<file path="config.mk">
export PLATFORM = sky130hd
export DESIGN_NAME = mfrd_ram
export DESIGN_NICKNAME = d
export VERILOG_FILES = /design/src/hdl/mfrd_ram.sv
export SDC_FILE = /design/constraint.sdc
export NUM_CORES = 2
export LEC_CHECK = 0
export BUFFER_PORTS_ARGS = -buffer_cell sky130_fd_sc_hd__buf_4
export CAP_MARGIN = 25
export CORE_MARGIN = 2
export CORE_UTILIZATION = 53
export CTS_CLUSTER_DIAMETER = 200
export DETAILED_ROUTE_END_ITERATION = 10
export PLACE_DENSITY = 0.79
export SETUP_SLACK_MARGIN = 0.1
export SLEW_MARGIN = 10
export SYNTH_ARGS = -nofsm -noshare
export SYNTH_HDL_FRONTEND = slang
export SYNTH_SLANG_ARGS = --single-unit
</file>
<file path="constraint.sdc">
create_clock -name clk -period 3.3 [get_ports clk]
set_input_delay 0.66 -clock clk [delete_from_list [all_inputs] [get_ports clk]]
set_output_delay 0.66 -clock clk [all_outputs]
set_load 0.02 [all_outputs]
</file>
<file path="src/hdl/mfrd_ram.sv">
`timescale 1ns / 1ps
// Generic single-write, single-read RAM with registered read data.
module mfrd_ram #(
  parameter int WIDTH = 8,
  parameter int DEPTH = 256
) (
  input  logic                     clk,
  input  logic                     we,
  input  logic [$clog2(DEPTH)-1:0] waddr,
  input  logic [WIDTH-1:0]         wdata,
  input  logic [$clog2(DEPTH)-1:0] raddr,
  output logic [WIDTH-1:0]         rdata
);

  logic [WIDTH-1:0] mem_r [DEPTH];
  logic [WIDTH-1:0] rdata_r;

  always_ff @(posedge clk) begin
    if (we) begin
      mem_r[waddr] <= wdata;
    end
    rdata_r <= mem_r[raddr];
  end

  assign rdata = rdata_r;

endmodule

</file>
==> out/qor.csv <==
stage,metric,value,unit
setup_path,timing.setup.critical_path_class,in2reg,
synth,asyncSetResetFlopFracSynth,0,
setup_path,critical_path.max_fanout,11,
global_route,first_pass_grt_wire_length,292.8,mm
placed_design,port_buffers,33,
pwr,power.share.combinational,0.055,
finish,drive_gt1_frac,0.2997,
finish,nFillCells,9582,
synth,yosys.area.top_type_share,0.7730,
setup_path,timing.reg2reg.setup_slack,0.65,ns
synth,number_of_instances_in_the_synthesized_netlist,3733,
clock_tree,ctsResizeCount,0,
pwr,power_frac_seq,0.544,
global_route,grt_pass1_vias,42940,
timing,max_freq,345.4,MHz
clock_tree,htree_levels,4,
floorplanning,initial_utilization,0.5324,
setup_path,worst_ep_required_time,3.96,ns
pwr,internal_power,41740,uW
synth,synth.yosys.seq_area_share,0.7750,
drt,ant_nets,0,
timing,timing_max_transition_violations_final,0,
global_route,overflow,0,
clock_tree,numCtsBuffers,188,
pwr,pwrdens,575.9,nW/um^2
pwr,clock_power_share,0.401,
timing,worst_clock_skew,0.02621,ns
floorplanning,die_height,391.4,um
finish,layout.core_utilization,0.6159,
drt,remaining_drc_errors,0,
finish,layout-area-overhead-vs-synth,15.67,%
placed_design,gpl.final_weighted_congestion,0.8988,
run,maxCapViolations,0,
drt,detailedRoute.firstIterationViolations,6776,
setup_path,cp_data_arrival_time,3.56,ns
global_route,antenna_found_initial,8,
synth,post_synth_num_cell_types,55,
floorplanning,design.core.area,149400,um^2
drt,detail_route.wirelength,201.0,mm
clock_tree,clockBufferDepth,3,
global_route,grt_start_max_net_pins,112,
setup_path,critical_path.max_stage_delay,0.89,ns
worst_hold_path,min-delay-path-class,in2reg,
timing,final.min_clock_period,2.895,ns
pwr,power_switching,11260,uW
placed_design,hpwl,124.6,mm
clock_tree,cts.repair_timing.setup_buffer_count,0,
clock_tree,cts-hold-fix-buffers,0,
floorplanning,die_span_in_x,391.4,um
timing,post_route_setup_tns,0,ns
synth,synth_area,79560,um^2
timing,finalCritPeriodShare,0.8773,
clock_tree,cts_tree,yes,
synth,synth_area_leaders,"sky130_fd_sc_hd__edfxtp_1, sky130_fd_sc_hd__mux4_2, sky130_fd_sc_hd__mux2i_1, sky130_fd_sc_hd__nor2_1, sky130_fd_sc_hd__a22oi_1",
finish,most_frequent_cells_in_the_layout,"sky130_fd_sc_hd__edfxtp_1, sky130_fd_sc_hd__buf_4, sky130_fd_sc_hd__mux4_2",
synth,yosys_most_used_dff,sky130_fd_sc_hd__edfxtp_1,
run_status,status,finished clean,
drt,dr_total_vias,42210,
floorplanning,top_level_ports,34,
synth,ys.warnings.count,0,
finish,layout.cells.most_common,sky130_fd_sc_hd__edfxtp_1,
timing,setup_viol,0,
pwr,leakagePower,0.02954,uW
clock_tree,cts.sink_count,2056,
floorplanning,die-area,153200,um^2
clock_tree,root_buffer,sky130_fd_sc_hd__clkbuf_16,
setup_path,timing.critical_path.cells,"buf_8, buf_12, buf_12, buf_4, buf_4, mux4_2, o211ai_1, a21oi_1, nor4_1, nor4_1",
drt,drt_pass1_iterations,6,
timing,hold_viol_final,0,
clock_tree,clock_insertion_delay_worst_skew,0.82,ns
synth,syn-mean-instance-area,21.31,um^2
drt,vias_per_cell,6.526,
pwr,max-vdd-ir-drop,0.5879,mV
finish,fin_nets,4317,
pwr,power.switching_fraction,0.2124,
synth,yosys.area.top_type,sky130_fd_sc_hd__edfxtp_1,
timing,relSlewSlack,0.3195,
timing,rsz0062_at_grt,false,
timing,tightest_slew,1.011,ns
drt,detail_route.wl_per_cell,31.07,um
global_route,overall_routing_resource_usage,0.2657,
clock_tree,worst_setup_hold_path_clk_slew,0.06,ns
synth,postSynthNetCount,3759,
floorplanning,placement_rows,142,
synth,yosys_register_bits,2056,
setup_path,crit_path_top_delay_cell,sky130_fd_sc_hd__nor4_1,
setup_path,startpoint_type,input port,
synth,number_of_synthesized_flops_with_an_enable_pin,2048,
setup_path,critPathCaptureType,register,
==> path summary, 6_finish.rpt <==
path / from / end / depth (start not counted)
worst max-delay path: raddr[0] / rdata[7]$_DFF_P_ / 10
worst min-delay path: wdata[2] / mem_r[226][2]$_DFFE_PP_ / 1
worst max register to register: mem_r[77][7]$_DFFE_PP_ / rdata[7]$_DFF_P_ / 6
worst min register to register: mem_r[33][5]$_DFFE_PP_ / rdata[5]$_DFF_P_ / 6
==> final cells by class <==
type,count,area (um^2),share of cell area
diodes,8,20.02,0.0002175
inverters,2,7.507,0.00008158
flip-flops and latches,2056,61660,0.6700
clock buffers,234,4992,0.05425
clock inverters,109,980.9,0.01066
repair buffers,601,5365,0.05830
multi-input cells,1442,16480,0.1790
well taps,2016,2522,0.02741
==> cells by family after synthesis <==
logic type / synth area share
AOI/OAI and AO/OA: 0.03419
muxes: 0.1462
and+or+nand+nor: 0.02628
buffers and inverters: 0.01831
DFF: 0.7750
==> critical path, delay by kind of cell <==
family / cells / cell delay [ns]
AO/OA/AOI/OAI: 2 / 0.37
buffers and inverters: 5 / 0.96
multiplexers: 1 / 0.54
AND/OR/NAND/NOR: 2 / 0.98
==> routing by layer <==
layer	vias up	track usage	wire, um
met3	591	0.06152	25230
met1	21610	0.3528	68670
met5	-	0	74
li1	16820	-	-
met2	3173	0.4198	97130
met4	12	0.1266	9884
==> metrics by stage <==
stage               instances  total power, uW  area [um^2]  setup slack (ns)  hold slack, ns
finish                   6468            53000        92020            0.4050          0.3779
global route             6460            54190        92000            0.4381          0.3814
CTS                      6460            53120        92000            0.5129          0.3572
detailed placement       6117            32230        86030           -0.3354          0.9658
global placement         6116            32150        86020           -0.5110          0.9578
floorplan                3733            30780        79560            0.7021          0.7589
==> power by group through the flow <==
stage | registers, uW | clock network, uW | logic (uW)
after floorplan | 29400 | 0 | 1400
after global placement | 29400 | 0 | 2760
after detailed placement | 29400 | 0 | 2830
after CTS | 28800 | 21400 | 2870
after global routing | 28800 | 22300 | 3010
final | 28800 | 21200 | 2900
==> synth_stat cells (5+ instances only) <==
master and number:
sky130_fd_sc_hd__a211oi_1 16, sky130_fd_sc_hd__mux4_2 454, sky130_fd_sc_hd__o22a_1 5, sky130_fd_sc_hd__clkbuf_1 111, sky130_fd_sc_hd__nor2b_1 31, sky130_fd_sc_hd__nor2_1 282, sky130_fd_sc_hd__nand2b_1 8, sky130_fd_sc_hd__nor3_1 22
sky130_fd_sc_hd__o221ai_1 46, sky130_fd_sc_hd__o211ai_1 10, sky130_fd_sc_hd__a22o_1 8, sky130_fd_sc_hd__o21ai_0 10, sky130_fd_sc_hd__and2_1 6, sky130_fd_sc_hd__buf_2 31, sky130_fd_sc_hd__buf_1 22, sky130_fd_sc_hd__nor4_1 24
sky130_fd_sc_hd__buf_6 21, sky130_fd_sc_hd__a221oi_1 13, sky130_fd_sc_hd__nand2_1 33, sky130_fd_sc_hd__buf_4 27, sky130_fd_sc_hd__buf_12 8, sky130_fd_sc_hd__nand3_1 34, sky130_fd_sc_hd__a21oi_1 96, sky130_fd_sc_hd__a22oi_1 133
sky130_fd_sc_hd__dfxtp_1 8, sky130_fd_sc_hd__edfxtp_1 2048, sky130_fd_sc_hd__o22ai_1 28, sky130_fd_sc_hd__buf_8 13, sky130_fd_sc_hd__nand4_1 10, sky130_fd_sc_hd__mux2i_1 134
==> registers in the layout (all words and copies together), names as in the netlist <==
register / cells
rdata: 8
mem_r: 2048
Power figures use the tool's default switching activity.
